===== src/sv/sactc_pkg.sv =====
// Package with the shared types, register indexes and constants of the cache tag controller.
`timescale 1ns / 1ps

package sactc_pkg;

    // Configuration port geometry.
    localparam int CFG_IDX_W  = 3;
    localparam int CFG_DATA_W = 16;

    // Configuration register indexes.
    localparam logic [CFG_IDX_W-1:0] CFG_WRITE_POLICY   = 3'd0;
    localparam logic [CFG_IDX_W-1:0] CFG_REPLACE_POLICY = 3'd1;
    localparam logic [CFG_IDX_W-1:0] CFG_OFFSET_BITS    = 3'd2;
    localparam logic [CFG_IDX_W-1:0] CFG_INDEX_BITS     = 3'd3;
    localparam logic [CFG_IDX_W-1:0] CFG_WAYS_LOG2      = 3'd4;
    localparam logic [CFG_IDX_W-1:0] CFG_RANDOM_SEED    = 3'd5;

    // Register values after reset.
    localparam logic        RST_WRITE_POLICY   = 1'b1;
    localparam logic        RST_REPLACE_POLICY = 1'b0;
    localparam logic [3:0]  RST_OFFSET_BITS    = 4'd4;
    localparam logic [3:0]  RST_INDEX_BITS     = 4'd6;
    localparam logic [1:0]  RST_WAYS_LOG2      = 2'd2;
    localparam logic [15:0] RST_RANDOM_SEED    = 16'd44257;

    // Policy codes.
    localparam logic WP_WRITE_THROUGH = 1'b0;
    localparam logic WP_WRITE_BACK    = 1'b1;
    localparam logic RP_LRU           = 1'b0;
    localparam logic RP_RANDOM        = 1'b1;

    // Access kinds.
    localparam logic MODE_READ  = 1'b0;
    localparam logic MODE_WRITE = 1'b1;

    // Address and tag width.
    localparam int ADDR_W = 32;

    // Galois LFSR feedback taps.
    localparam logic [15:0] LFSR_TAPS = 16'hB400;

    // Input word of one access.
    typedef struct packed {
        logic              mode;
        logic [ADDR_W-1:0] address;
    } t_req;

    // Result word of one access.
    typedef struct packed {
        logic hit;
        logic memory_fill;
        logic memory_write;
    } t_resp;

    // Control flags that steer the per-way compare and update unit.
    typedef struct packed {
        logic lru;
        logic hit;
        logic alloc;
        logic is_write;
        logic wb_write;
    } t_upd_ctl;

    // One step of the random replacement LFSR.
    function automatic logic [15:0] lfsr_step(input logic [15:0] s);
        logic [15:0] r;
        r = s >> 1;
        if (s[0]) begin
            r = r ^ LFSR_TAPS;
        end
        return r;
    endfunction

endpackage


===== src/sv/sactc_way_unit.sv =====
// Shared per-way unit: tag compare during the scan and line update during the write pass.
`timescale 1ns / 1ps

module sactc_way_unit
    import sactc_pkg::*;
#(
    parameter int AGE_W = 3
) (
    input  logic [ADDR_W+AGE_W+1:0] i_entry,
    input  logic [ADDR_W-1:0]       i_tag,
    input  logic [AGE_W-1:0]        i_way,
    input  logic [AGE_W-1:0]        i_sel,
    input  logic [AGE_W-1:0]        i_ref_age,
    input  logic [AGE_W-1:0]        i_top,
    input  t_upd_ctl                i_ctl,
    output logic                    o_match,
    output logic                    o_victim_dirty,
    output logic [ADDR_W+AGE_W+1:0] o_entry
);

    logic [ADDR_W-1:0] e_tag;
    logic              e_valid;
    logic              e_dirty;
    logic [AGE_W-1:0]  e_age;
    logic              is_sel;
    logic [AGE_W-1:0]  age_inc;
    logic [ADDR_W-1:0] n_tag;
    logic              n_valid;
    logic              n_dirty;
    logic [AGE_W-1:0]  n_age;

    // Split the stored line into its fields.
    assign e_tag   = i_entry[ADDR_W+AGE_W+1 -: ADDR_W];
    assign e_valid = i_entry[AGE_W+1];
    assign e_dirty = i_entry[AGE_W];
    assign e_age   = i_entry[AGE_W-1:0];

    assign is_sel  = (i_way == i_sel);
    assign o_match = e_valid && (e_tag == i_tag);

    // Ageing saturates at the number of ways less one.
    assign age_inc = (e_age < i_top) ? AGE_W'(e_age + 1'b1) : i_top;

    // The chosen victim must be written back when it holds dirty data.
    assign o_victim_dirty = i_ctl.alloc && is_sel && e_valid && e_dirty;

    // New contents of the line after this access.
    always_comb begin
        n_tag   = e_tag;
        n_valid = e_valid;
        n_dirty = e_dirty;
        n_age   = e_age;
        if (i_ctl.hit) begin
            if (is_sel) begin
                n_dirty = e_dirty | i_ctl.wb_write;
                if (i_ctl.lru) begin
                    n_age = '0;
                end
            end else if (i_ctl.lru && (e_age < i_ref_age)) begin
                n_age = age_inc;
            end
        end else if (i_ctl.alloc) begin
            if (is_sel) begin
                n_tag   = i_tag;
                n_valid = 1'b1;
                n_dirty = i_ctl.is_write;
                n_age   = '0;
            end else if (i_ctl.lru && e_valid) begin
                n_age = age_inc;
            end
        end
    end

    assign o_entry = {n_tag, n_valid, n_dirty, n_age};

endmodule


===== config.mk =====
export PLATFORM = sky130hd
export DESIGN_NAME = sactc_way_unit
export DESIGN_NICKNAME = d
export VERILOG_FILES = /design/src/sv/sactc_pkg.sv /design/src/sv/sactc_way_unit.sv
export SDC_FILE = /design/constraint.sdc
export NUM_CORES = 1
export LEC_CHECK = 0
export BUFFER_PORTS_ARGS = -buffer_cell sky130_fd_sc_hd__buf_2
export CELL_PAD_IN_SITES_DETAIL_PLACEMENT = 1
export CELL_PAD_IN_SITES_GLOBAL_PLACEMENT = 2
export CORE_MARGIN = 3
export CORE_UTILIZATION = 19
export DETAILED_ROUTE_END_ITERATION = 6
export PLACE_DENSITY_LB_ADDON = 0.25
export RECOVER_POWER = 50
export SLEW_MARGIN = 15
export SYNTH_ARGS = -nofsm -noshare
export SYNTH_HDL_FRONTEND = slang
export SYNTH_SLANG_ARGS = --single-unit

===== constraint.sdc =====
create_clock -name vclk -period 2.7
set_input_delay 0 -clock vclk [all_inputs]
set_output_delay 0 -clock vclk [all_outputs]
set_load 0.02 [all_outputs]

==> flow_metrics.tcl <==
set metrics [dict create \
    outcome "finished, final reports clean" \
    drv_cap 0 \
    syn_avg_cell_area_um2 8.55 \
    cts-resized-gates 0 \
    crit_fanout 20 \
    start_kind "primary input" \
    worst_path_largest_cell_delay_ns 0.49 \
    drc 0 \
    dieWidth_um 85.4 \
    synth_top_area_share_pct 30.1 \
    grt_pass1_vias 1555 \
    post-dp-hpwl_um 4050 \
    areaGrowthSynthToFinish_pct 54.5 \
    overflow 0 \
    drv_slew 0 \
    rsz0062_at_grt "no" \
    yosysWarningCount 0 \
    clkbuf_count 0 \
    postCtsSetupRepairBufs 0 \
    setup_slack_ns 0.944 \
    required_ns 2.70 \
    worstPathArrival_ns 1.76 \
    post-route-util_pct 30.7 \
    hold_violations 0 \
    max_freq_mhz 569 \
    synth_area_leaders "mux2_1 (30%), xnor2_1 (20%), ha_1 (5.2%)" \
    detailed_place.area_mm2 0.00188 \
    grt_usage_pct 12.0 \
    io_buffer_count 125 \
    wire_per_inst_um 13.3 \
    core_mm2 0.00603 \
    io_pins 125 \
    synth_common_cells "mux2_1 (32), xnor2_1 (28), nand4_1 (8), nand2_1 (7)" \
    critPathCaptureType "primary output" \
    pwr-share-comb_pct 100.0 \
    relSlewSlack_pct 67.7 \
    power.switching_uw 178 \
    grt_max_degree 21 \
    synth_most_common_cell "mux2_1" \
    grt_pass1_wl_um 7290 \
    die_area_mm2 0.00729 \
    preCtsSetupSlack_ns 1.07 \
    fillCellCount 794 \
    antenna_found_initial 0 \
    yosysTopAreaCell "mux2_1" \
    fin_area_mm2 0.00185 \
    vias 1467 \
    cp_cell_sequence "buf_2, xnor2_2, nand3_1, nor2_4, buf_12, mux2_1, buf_2" \
    synth_area_mm2 0.00120 \
    p_per_area_mw_per_mm2 178 \
    worst_pin_slew_ns 0.483 \
    path_common_cell "buf_2" \
    finalSetupTns_ns 0 \
    min_period_over_period_pct 65.0 \
    yosysUniqueCellTypes 33 \
    avgViaCountPerCell 4.38 \
    final_antenna_net_count 0 \
    p_sw_share_pct 54.0 \
    final_layout_size_suffix_gt1_share_pct 45.4 \
    period_needed_ns 1.76 \
    ys_seq_area_share_pct 0 \
    cp_slowest_cell "nor2_4" \
    place_inst 335 \
    first_pass_iters 3 \
    routed_wl_um 4460 \
    initial_core_util_pct 19.9 \
    finalSetupViolCount 0 \
    rows 28 \
    synth_nets 231 \
    internal_power_uw 151 \
    synth_cells 140 \
    pwr-share-clk_pct 0 \
    seqPwrFrac_pct 0 \
    die_h_um 85.4 \
    nets 353 \
    antenna_cells 0 \
    min_path_type "primary input to primary output" \
    ff_latch_area_um2 0 \
    drtIter0Drc 15 \
    vdd_drop_max_mv 0.0466 \
    leakagePower_uw 0.000858 \
    postCtsHoldBufs 0 \
    criticalPathCategory "primary input to primary output" \
    seq_cell_count 0 \
    instances_no_fill 335 \
    gp_congestion 0.754 \
]
[metrics by stage]
stage	total power (uW)	hold WS, ns
2_1_floorplan	197	0.136
3_3_place_gp	339	0.350
3_5_place_dp	340	0.353
4_1_cts	343	0.356
5_1_grt	365	0.375
6_report	329	0.352
[cells by family (layout without fill, tap and decap cells)]
family | after synthesis | count (layout) | share of synthesized area (%)
AO/OA/AOI/OAI | 19 | 19 | 11.3
multiplexers | 35 | 35 | 32.6
buffers and inverters | 12 | 132 | 6.37
AND/OR/NAND/NOR | 33 | 33 | 16.3
XOR/XNOR | 36 | 36 | 28.2
adder cells (fa/ha/maj) | 5 | 5 | 5.22
[path summary, 6_finish.rpt]
path   startpoint           to  slack (ns)  depth (start not counted)
min   i_entry[27]  o_entry[27]        0.35                          3
max      i_sel[1]  o_entry[33]        0.94                          7
[metal layers]
metal | track usage (%) | vias to the layer above | wire length [um]
li1 | - | 748 | -
met1 | 15.7 | 659 | 1860
met2 | 22.4 | 60 | 2260
met3 | 1.07 | 0 | 342
met4 | 0 | 0 | 0
met5 | 0 | - | 0
[area by class of cell]
cell class         count  area (um2)  area share, %
multi-input cells    128        1110           59.9
repair buffers       126         626           33.8
well taps             75        93.8           5.07
inverters              6        22.5           1.22
[placed cells by master, fill, tap and decap left out, types with 3 or more instances in the layout]
| master | count |
|---|---|
| xnor2_1 | 28 |
| xnor2_2 | 3 |
| mux2i_1 | 3 |
| mux2_1 | 32 |
| nor2_1 | 3 |
| nand3_1 | 6 |
| a21oi_1 | 5 |
| o21ai_0 | 3 |
| buf_2 | 109 |
| inv_1 | 5 |
| clkbuf_1 | 16 |
| nand2_1 | 7 |
| xor2_1 | 5 |
| ha_1 | 5 |
| nand4_1 | 8 |
[worst max-delay path, delay by kind of cell]
family | cells | cell delay, ns
XOR/XNOR | 1 | 0.13
multiplexers | 1 | 0.33
AND/OR/NAND/NOR | 2 | 0.78
buffers and inverters | 3 | 0.51
[power by group through the flow]
stage               registers, uW  logic [uW]  clock network (uW)
finish                          0         329                   0
global route                    0         365                   0
CTS                             0         343                   0
detailed placement              0         340                   0
global placement                0         339                   0
floorplan                       0         197                   0
(Power assumes the default switching activity.)
