### src/sv/sactc_ram.sv
// Generic single-write, single-read RAM with a registered read port.
`timescale 1ns / 1ps

module sactc_ram #(
    parameter int WIDTH = 8,
    parameter int DEPTH = 16
) (
    input  logic                                   i_clk,
    input  logic                                   i_we,
    input  logic [((DEPTH > 1) ? $clog2(DEPTH) : 1)-1:0] i_waddr,
    input  logic [WIDTH-1:0]                       i_wdata,
    input  logic [((DEPTH > 1) ? $clog2(DEPTH) : 1)-1:0] i_raddr,
    output logic [WIDTH-1:0]                       o_rdata
);

    logic [WIDTH-1:0] r_mem [DEPTH];
    logic [WIDTH-1:0] r_rdata;

    // Write port and registered read port.
    always_ff @(posedge i_clk) begin
        if (i_we) begin
            r_mem[i_waddr] <= i_wdata;
        end
        r_rdata <= r_mem[i_raddr];
    end

    assign o_rdata = r_rdata;

endmodule

### config.mk
export PLATFORM = sky130hd
export DESIGN_NAME = sactc_ram
export DESIGN_NICKNAME = d
export VERILOG_FILES = /design/src/sv/sactc_ram.sv
export SDC_FILE = /design/constraint.sdc
export NUM_CORES = 1
export LEC_CHECK = 0
export ABC_AREA = 0
export BUFFER_PORTS_ARGS = -buffer_cell sky130_fd_sc_hd__clkbuf_2
export CAP_MARGIN = 5
export CORE_MARGIN = 10
export CORE_UTILIZATION = 55
export DETAILED_ROUTE_END_ITERATION = 6
export GPL_TIMING_DRIVEN = 1
export PLACE_DENSITY = 0.73
export SLEW_MARGIN = 20
export SYNTH_ARGS = -nofsm -noshare
export SYNTH_HDL_FRONTEND = slang
export SYNTH_SLANG_ARGS = --single-unit
### constraint.sdc
create_clock -name i_clk -period 1.9 [get_ports i_clk]
set_input_delay 0.095 -clock i_clk [delete_from_list [all_inputs] [get_ports i_clk]]
set_output_delay 0.095 -clock i_clk [all_outputs]
set_load 0.005 [all_outputs]
==> results of run 1 <==
-- Yosys cell counts --
library cell | instances | area share [%]
sky130_fd_sc_hd__edfxtp_1 | 128 | 75
sky130_fd_sc_hd__mux4_2 | 18 | 7.9
sky130_fd_sc_hd__a22oi_1 | 16 | 2.3
sky130_fd_sc_hd__mux4_1 | 14 | 7.1
sky130_fd_sc_hd__nor2_1 | 13 | 0.95
sky130_fd_sc_hd__nand2_1 | 9 | 0.66
sky130_fd_sc_hd__dfxtp_1 | 8 | 3.1
sky130_fd_sc_hd__nor3_1 | 4 | 0.39
sky130_fd_sc_hd__buf_2 | 3 | 0.29
sky130_fd_sc_hd__buf_6 | 3 | 0.66
sky130_fd_sc_hd__clkdlybuf4s25_2 | 3 | 0.58
sky130_fd_sc_hd__nand2b_1 | 2 | 0.24
sky130_fd_sc_hd__nand3b_1 | 2 | 0.29
sky130_fd_sc_hd__and2_1 | 1 | 0.12
sky130_fd_sc_hd__and2b_1 | 1 | 0.15
sky130_fd_sc_hd__buf_4 | 1 | 0.15
sky130_fd_sc_hd__nand3_1 | 1 | 0.097
sky130_fd_sc_hd__nor2b_1 | 1 | 0.12
sky130_fd_sc_hd__or3b_2 | 1 | 0.17
-- sequential cells by signal, indices dropped and copies added, names as in the netlist --
register	flops
r_mem	128
o_rdata	8
-- per-stage QoR --
step	total power [W]	worst slack, ns
2_1_floorplan	0.003603	0.3121
3_3_place_gp	0.003741	0.4024
3_5_place_dp	0.003749	0.4115
4_1_cts	0.006873	0.5167
5_1_grt	0.007040	0.4890
6_report	0.006828	0.4999
-- final timing paths --
check                                 start            to  slack [ns]  depth (start not counted)
worst max-delay path            r_mem[1][0]    o_rdata[0]        0.50                          3
worst min-delay path             i_wdata[1]  r_mem[14][1]        0.03                          1
worst max register to register  r_mem[1][0]    o_rdata[0]        0.50                          3
worst min register to register  r_mem[8][2]    o_rdata[2]        0.68                          3
-- routing by layer --
metal  vias up  wire length [um]
met1      1247              3860
met4         2               110
met5         -                13
met3         8               586
met2        76              4868
li1       1087                 -
-- cells by family after synthesis --
family / Yosys count / synth area share [%]
AND/OR/NAND/NOR: 35 / 3.184
multiplexers: 32 / 15.02
flip-flops: 136 / 77.78
buffers and inverters: 10 / 1.677
AO/OA/AOI/OAI: 16 / 2.334
-- critical path: cells and delay by family (launching register included) --
family | cells | cell delay, ns
AOI/OAI and AO/OA | 1 | 0.29
and+or+nand+nor | 1 | 0.09
DFF | 1 | 0.37
muxes | 1 | 0.52
-- power by group through the flow --
stage,Clock (W),Combinational [W],Sequential [W]
after floorplan,0,0.000170,0.00343
after global placement,0,0.000306,0.00344
after detailed placement,0,0.000310,0.00344
after CTS,0.00318,0.000316,0.00338
after global routing,0.00332,0.000338,0.00338
final,0.00314,0.000307,0.00338
-- final cells by class --
type | count | share of cell area [%]
Sequential cell | 136 | 65.49
Clock inverter | 15 | 2.763
Timing Repair Buffer | 47 | 5.403
Tap cell | 111 | 2.272
Clock buffer | 17 | 6.774
Multi-Input combinational cell | 83 | 17.29
-- timing repair --
| action | CTS | global route |
|---|---|---|
| endpoints found under the hold margin | 16 | 0 |
| endpoints found under the setup margin | 0 | 0 |
| hold buffers | 1 | 0 |
==> results.md, run 1 <==
* Chip width at between 100 and 150 um
* Static leakage at around 2.1 nW
* Power Density at about 1100 mW/mm^2
* Post-DP HPWL at between 6000 and 7000 um
* Cells after Synth at around 230
* Maximum frequency from static timing analysis at between 700 and 800 MHz
* Number of vias after detailed routing at 2420
* # placed instances at about 380
* Number of antenna violations at the first check in global routing at 1
* Netlist area before placement at just over 0.005 mm^2
* Area delta synth->final at 18.77%
* Cell area after placement at between 0.005 and 0.006 mm^2
* IO Port Bufs at 25
* Clock input transition at the sequential cells of the worst setup and hold paths at 0.06 ns
* Global routing usage summed across all routing layers at 15.15%
* Internal power of the cells at roughly 0.0054 W
* Largest incremental delay on the critical path at ~0.52 ns
* Area of combinational cells with multiple inputs at 0.001057 mm^2
* Drt pass-1 iters at 4
* Net switching power at ~0.0014 W
* Area of the core at approximately 0.009 mm^2
* Final Cell Area at just over 0.006 mm^2
* Power share of the clock group at 46.1%
* Hold WS at approximately 0.025 ns
* Skew-Pair Late Insertion Delay at 0.51 ns
* Diode count at 0
* CP endpoint kind: flip-flop
* Post-route fraction of the period consumed by the critical path at 73.69%
* Slowest-stage cell, CP: sky130_fd_sc_hd__mux4_1
* Startpoint kind of the worst setup timing path: flip-flop
* Yosys warns at 0
* Post-synthesis average cell area at 22.48 um^2
* Sequential share of the synthesized area at approximately 78%
* Worst setup path class: reg2reg
* DR DRC count at 0
* Initial Util at a little under three fifths
* Slew Limit Headroom at 52.77%
* Sequence of cells on the critical path: mux4_1 -> a22oi_1 -> nand2_1
* Number of library cell types mapped by synthesis at 19
* Crit path DAT at 1.78 ns
* Final Core Density at between 60% and 70%
* Clock Tree Buf Depth at 2
* Fraction of met3 tracks used by global routing at 5.085%
* Final RePlAce weighted congestion at between 0.7 and 0.8
* Clk_skew at around 0.014 ns
* Share of total power in sequential cells at approximately half
* RSZ-0062 raised after global routing: false
* Global routing met1 resource utilization at ~19%
* CTS tree: yes
* Data required time of the critical path at ~2.3 ns
* Max capacitance violation total at 0
* I/O pin count at 26
* CTS resizes at 0
* GRT Max-Usage Layer: met2
* Clk sink count at around 140
* Fraction of final layout cells with drive strength greater than 1 at between 30% and 40%
* Final period demand of the worst path at ~1.4 ns
* Status: finished, final reports clean
* Count of filler cells inserted in the layout at 564
* Non-filler instance count after layout at approximately 400
* Setup TNS Final at 0 ns
* Combinational power share at under 10%
* Count of nets after finishing at 303
* Synth Register Bits at roughly 140
* Register Area at ~0.0040 mm^2
* Deepest level of the CTS H-tree at 4
* Transition time at the pin with the least slew margin at 0.7070 ns
* Max Fanout on Critical Path at 1
* Num CTS Buffers at 17
* DIE AREA at about 0.014 mm^2
* Hold violation count in the final report at 0
* Post-DRT Antenna Nets at 0
* Most common cell after layout, fill and taps aside: sky130_fd_sc_hd__edfxtp_1
* Path class of the lowest-slack min-delay path: in2reg
* Routed WL per cell at about 23 um
* Post-Route WL at roughly 9400 um
* Maximum number of pins on one net before global-route repair at 19
* Wire length of the first global-routing pass at 14830 um
* Post-CTS Setup Repair Bufs at 0
* Total of endpoints with negative setup slack in the final report at 0
* Max-slew violation count at 0
* Commonest non-fill, non-tap cells in the layout: sky130_fd_sc_hd__edfxtp_1 (128), sky130_fd_sc_hd__clkbuf_2 (25), sky130_fd_sc_hd__mux4_2 (18), sky130_fd_sc_hd__buf_4 (18)
* Remaining global-route overflow at 0
* DIE HEIGHT at between 100 and 150 um
* Number of standard-cell rows in the floorplan at 35
* Largest voltage drop on the vdd net at between 600 and 700 uV
* Cell at the root of the clock tree: sky130_fd_sc_hd__clkbuf_8
* Net switching share of the total power at 21.07%
* Detailed-route vias per instance at just under 6
* Global-route met2 utilization at about 24%
* Number of global-route vias before repair at approximately 2600
* First-iteration detailed-routing DRC count at 190
* Net count after synthesis at 247
Power figures use the tool's default switching activity.
==> run 2: changes to the inputs <==
==> constraint.sdc (replaced) <==
create_clock -name i_clk -period 1.4 [get_ports i_clk]
set_input_delay 0.07 -clock i_clk [delete_from_list [all_inputs] [get_ports i_clk]]
set_output_delay 0.07 -clock i_clk [all_outputs]
set_load 0.005 [all_outputs]
==> run 2 against run 1 <==
  * Register-to-register slack got worse by 0.46 ns
  * Die area unchanged
  * Sequential power increased by 36%
  * Wire length increased by 7.8%
  * Non-clock buffer count increased by 9
  * Sequential share of layout area decreased by 1.9 points
  * Combinational power increased by 49%
==> results.md, run 2 (synthesis gave the netlist of run 1 again) <==
* Status: finished, final reports clean (unchanged)
* Post-CTS Setup Repair Bufs at 0 (unchanged)
* First-iteration detailed-routing DRC count at 276 (was 190)
* Largest incremental delay on the critical path at 0.56 ns (was 0.52 ns)
* Chip width at 116.7 um (unchanged)
* Cell at the root of the clock tree: sky130_fd_sc_hd__clkbuf_8 (unchanged)
* Crit path DAT at 1.75 ns (was 1.78 ns)
* CP endpoint kind: flip-flop (unchanged)
* Number of standard-cell rows in the floorplan at 35 (unchanged)
* Largest voltage drop on the vdd net at 769.3 uV (was 685.1 uV)
* Fraction of final layout cells with drive strength greater than 1 at 35.18% (was 32.21%)
* Startpoint of the worst-slack reg-to-reg timing path: r_mem[1][3] (was r_mem[1][0])
* Largest reg by FF count: r_mem (unchanged)
* DIE HEIGHT at 116.7 um (unchanged)
* Number of vias after detailed routing at 2513 (was 2420)
* # placed instances at 381 (was 376)
* Most common cell after layout, fill and taps aside: sky130_fd_sc_hd__edfxtp_1 (unchanged)
* Max Fanout on Critical Path at 1 (unchanged)
* Area of the core at 0.009196 mm^2 (unchanged)
* Post-route fraction of the period consumed by the critical path at 97.34% (was 73.69%)
* Critical Path Source: r_mem[1][3] (was r_mem[1][0])
* Buffers plus inverters on the worst setup path at 0 (unchanged)
* Slowest-stage cell, CP: sky130_fd_sc_hd__mux4_1 (unchanged)
* Final Cell Area at 0.006292 mm^2 (was 0.006113 mm^2)
* Post-Route WL at 10170 um (was 9440 um)
* Maximum frequency from static timing analysis at 733.8 MHz (was 714.2 MHz)
* Clk sink count at 136 (unchanged)
* Drt pass-1 iters at 4 (unchanged)
* IO Port Bufs at 25 (unchanged)
* Post-DP HPWL at 6475 um (was 6096 um)
* Detailed-route vias per instance at 6.012 (was 5.917)
* Num CTS Buffers at 17 (unchanged)
* Clk_skew at 0.01051 ns (was 0.01364 ns)
* Total of endpoints with negative setup slack in the final report at 0 (unchanged)
* Wire length of the first global-routing pass at 15990 um (was 14830 um)
* Commonest non-fill, non-tap cells in the layout: sky130_fd_sc_hd__edfxtp_1 (128), sky130_fd_sc_hd__clkbuf_2 (25), sky130_fd_sc_hd__buf_4 (23), sky130_fd_sc_hd__mux4_2 (18), sky130_fd_sc_hd__clkbuf_16 (16) (was sky130_fd_sc_hd__edfxtp_1 (128), sky130_fd_sc_hd__clkbuf_2 (25), sky130_fd_sc_hd__mux4_2 (18), sky130_fd_sc_hd__buf_4 (18))
* Clock input transition at the sequential cells of the worst setup and hold paths at 0.06 ns (about the same)
* Slew Limit Headroom at 47.56% (was 52.77%)
* DIE AREA at 0.01363 mm^2 (unchanged)
* Power Density at 1567 mW/mm^2 (was 1117 mW/mm^2)
* Clock Tree Buf Depth at 2 (unchanged)
* Setup TNS Final at 0 ns (unchanged)
* Remaining global-route overflow at 0 (unchanged)
* Final RePlAce weighted congestion at 0.7485 (was 0.7459)
* Flip-flop count of the largest register, all copies and words added at 128 (unchanged)
* Non-filler instance count after layout at 418 (was 409)
* Global routing usage summed across all routing layers at 16.68% (was 15.15%)
* Maximum number of pins on one net before global-route repair at 22 (was 19)
* DR DRC count at 0 (unchanged)
* Number of global-route vias before repair at 2707 (was 2606)
* Diode count at 0 (unchanged)
* Max-slew violation count at 0 (unchanged)
* Overall power of the completed layout at 0.009857 W (was 0.006828 W)
* Initial Util at 55.97% (unchanged)
* Skew-Pair Late Insertion Delay at 0.51 ns (about the same)
* Count of filler cells inserted in the layout at 550 (was 564)
* Routed WL per cell at 24.34 um (was 23.08 um)
* Startpoint kind of the worst setup timing path: flip-flop (unchanged)
* Final period demand of the worst path at 1.363 ns (was 1.400 ns)
* CTS tree: yes (unchanged)
* Area delta synth->final at 22.24% (was 18.77%)
* Crit. path cell count at 3 (unchanged)
* Critical Path Sink: o_rdata[3] (was o_rdata[0])
* Sequence of cells on the critical path: mux4_1 -> a22oi_2 -> nand2_1 (was mux4_1 -> a22oi_1 -> nand2_1)
* Worst setup path class: reg2reg (unchanged)
* Post-DRT Antenna Nets at 0 (unchanged)
* I/O pin count at 26 (unchanged)
* Cell area after placement at 0.005563 mm^2 (was 0.005520 mm^2)
* Critical path's top delay family: multiplexers (unchanged)
* Static leakage at 2.189 nW (was 2.106 nW)
* Path class of the lowest-slack min-delay path: in2reg (unchanged)
* Worst reg-to-reg path cell count at 3 (unchanged)
* Hold violation count in the final report at 0 (unchanged)
* Worst Setup Slack post-DPL at -0.08870 ns (was 0.4115 ns)
* Reg-to-Reg End: o_rdata[3] (was o_rdata[0])
* Slack of the worst reg-to-reg path at 0.04 ns (was 0.50 ns)
* Count of nets after finishing at 312 (was 303)
* Data required time of the critical path at 1.79 ns (was 2.28 ns)
* Transition time at the pin with the least slew margin at 0.7837 ns (was 0.7070 ns)
* Deepest level of the CTS H-tree at 4 (unchanged)
* Min setup slack post-route at 0.03728 ns (was 0.4999 ns)
* Max capacitance violation total at 0 (unchanged)
* Number of antenna violations at the first check in global routing at 1 (unchanged)
[run 2: cell types whose count changed in the layout (fill, tap and decap cells not counted), moves of 2 or more]
cell / delta
sky130_fd_sc_hd__dlygate4sd3_1: +4
sky130_fd_sc_hd__clkinvlp_4: -2
sky130_fd_sc_hd__a22oi_1: -5
sky130_fd_sc_hd__a22oi_2: +5
sky130_fd_sc_hd__bufinv_16: +3
sky130_fd_sc_hd__buf_4: +5
[run 2: cell type report]
| type | instances | area, um^2 | area share (%) |
|---|---|---|---|
| Clock buffer | 17 | 414.1 | 6.582 |
| Clock inverter | 15 | 240.2 | 3.818 |
| Multi-Input combinational cell | 83 | 1087 | 17.28 |
| Sequential cell | 136 | 4004 | 63.63 |
| Tap cell | 111 | 138.9 | 2.207 |
| Timing Repair Buffer | 56 | 407.9 | 6.482 |
[run 2: how the worst min path moves through the flow]
stage / start / to / slack [ns] / depth (start not counted)
after floorplan: i_wdata[0] / r_mem[0][0] / 0.17 / 0
after global placement: o_rdata[5] / o_rdata[5] / 0.45 / 1
after detailed placement: o_rdata[5] / o_rdata[5] / 0.45 / 1
after CTS: i_wdata[5] / r_mem[4][5] / 0.02 / 1
after global routing: i_wdata[5] / r_mem[4][5] / 0.03 / 1
final: i_wdata[6] / r_mem[5][6] / 0.04 / 1
[run 2: layer usage]
layer | up-vias | global-route usage, % | part of all wire (%)
met4 | 2 | 7.249 | 2.4
met5 | - | 0 | 0.13
li1 | 1102 | - | -
met1 | 1296 | 19.98 | 39
met2 | 92 | 26.92 | 51
met3 | 21 | 5.752 | 6.9
[run 2: metrics by stage]
step           util, %  hold WS (ns)
2_1_floorplan        -        0.1689
3_3_place_gp     60.49        0.4464
3_5_place_dp     60.49        0.4468
4_1_cts          68.15       0.01793
5_1_grt          68.42       0.02780
6_report         68.42       0.03594
[run 2: timing repair]
item | CTS | global route
endpoints found under the hold margin | 80 | 0
setup endpoints to repair | 0 | 3
hold buffers | 5 | 0
gates resized for setup | 0 | 5
[run 2: where the power goes]
group / total, W / switching [W] / internal, W
clock network: 0.00482 / 0.00170 / 0.00312
logic: 0.000456 / 0.000244 / 0.000213
registers: 0.00459 / 0.0000330 / 0.00455
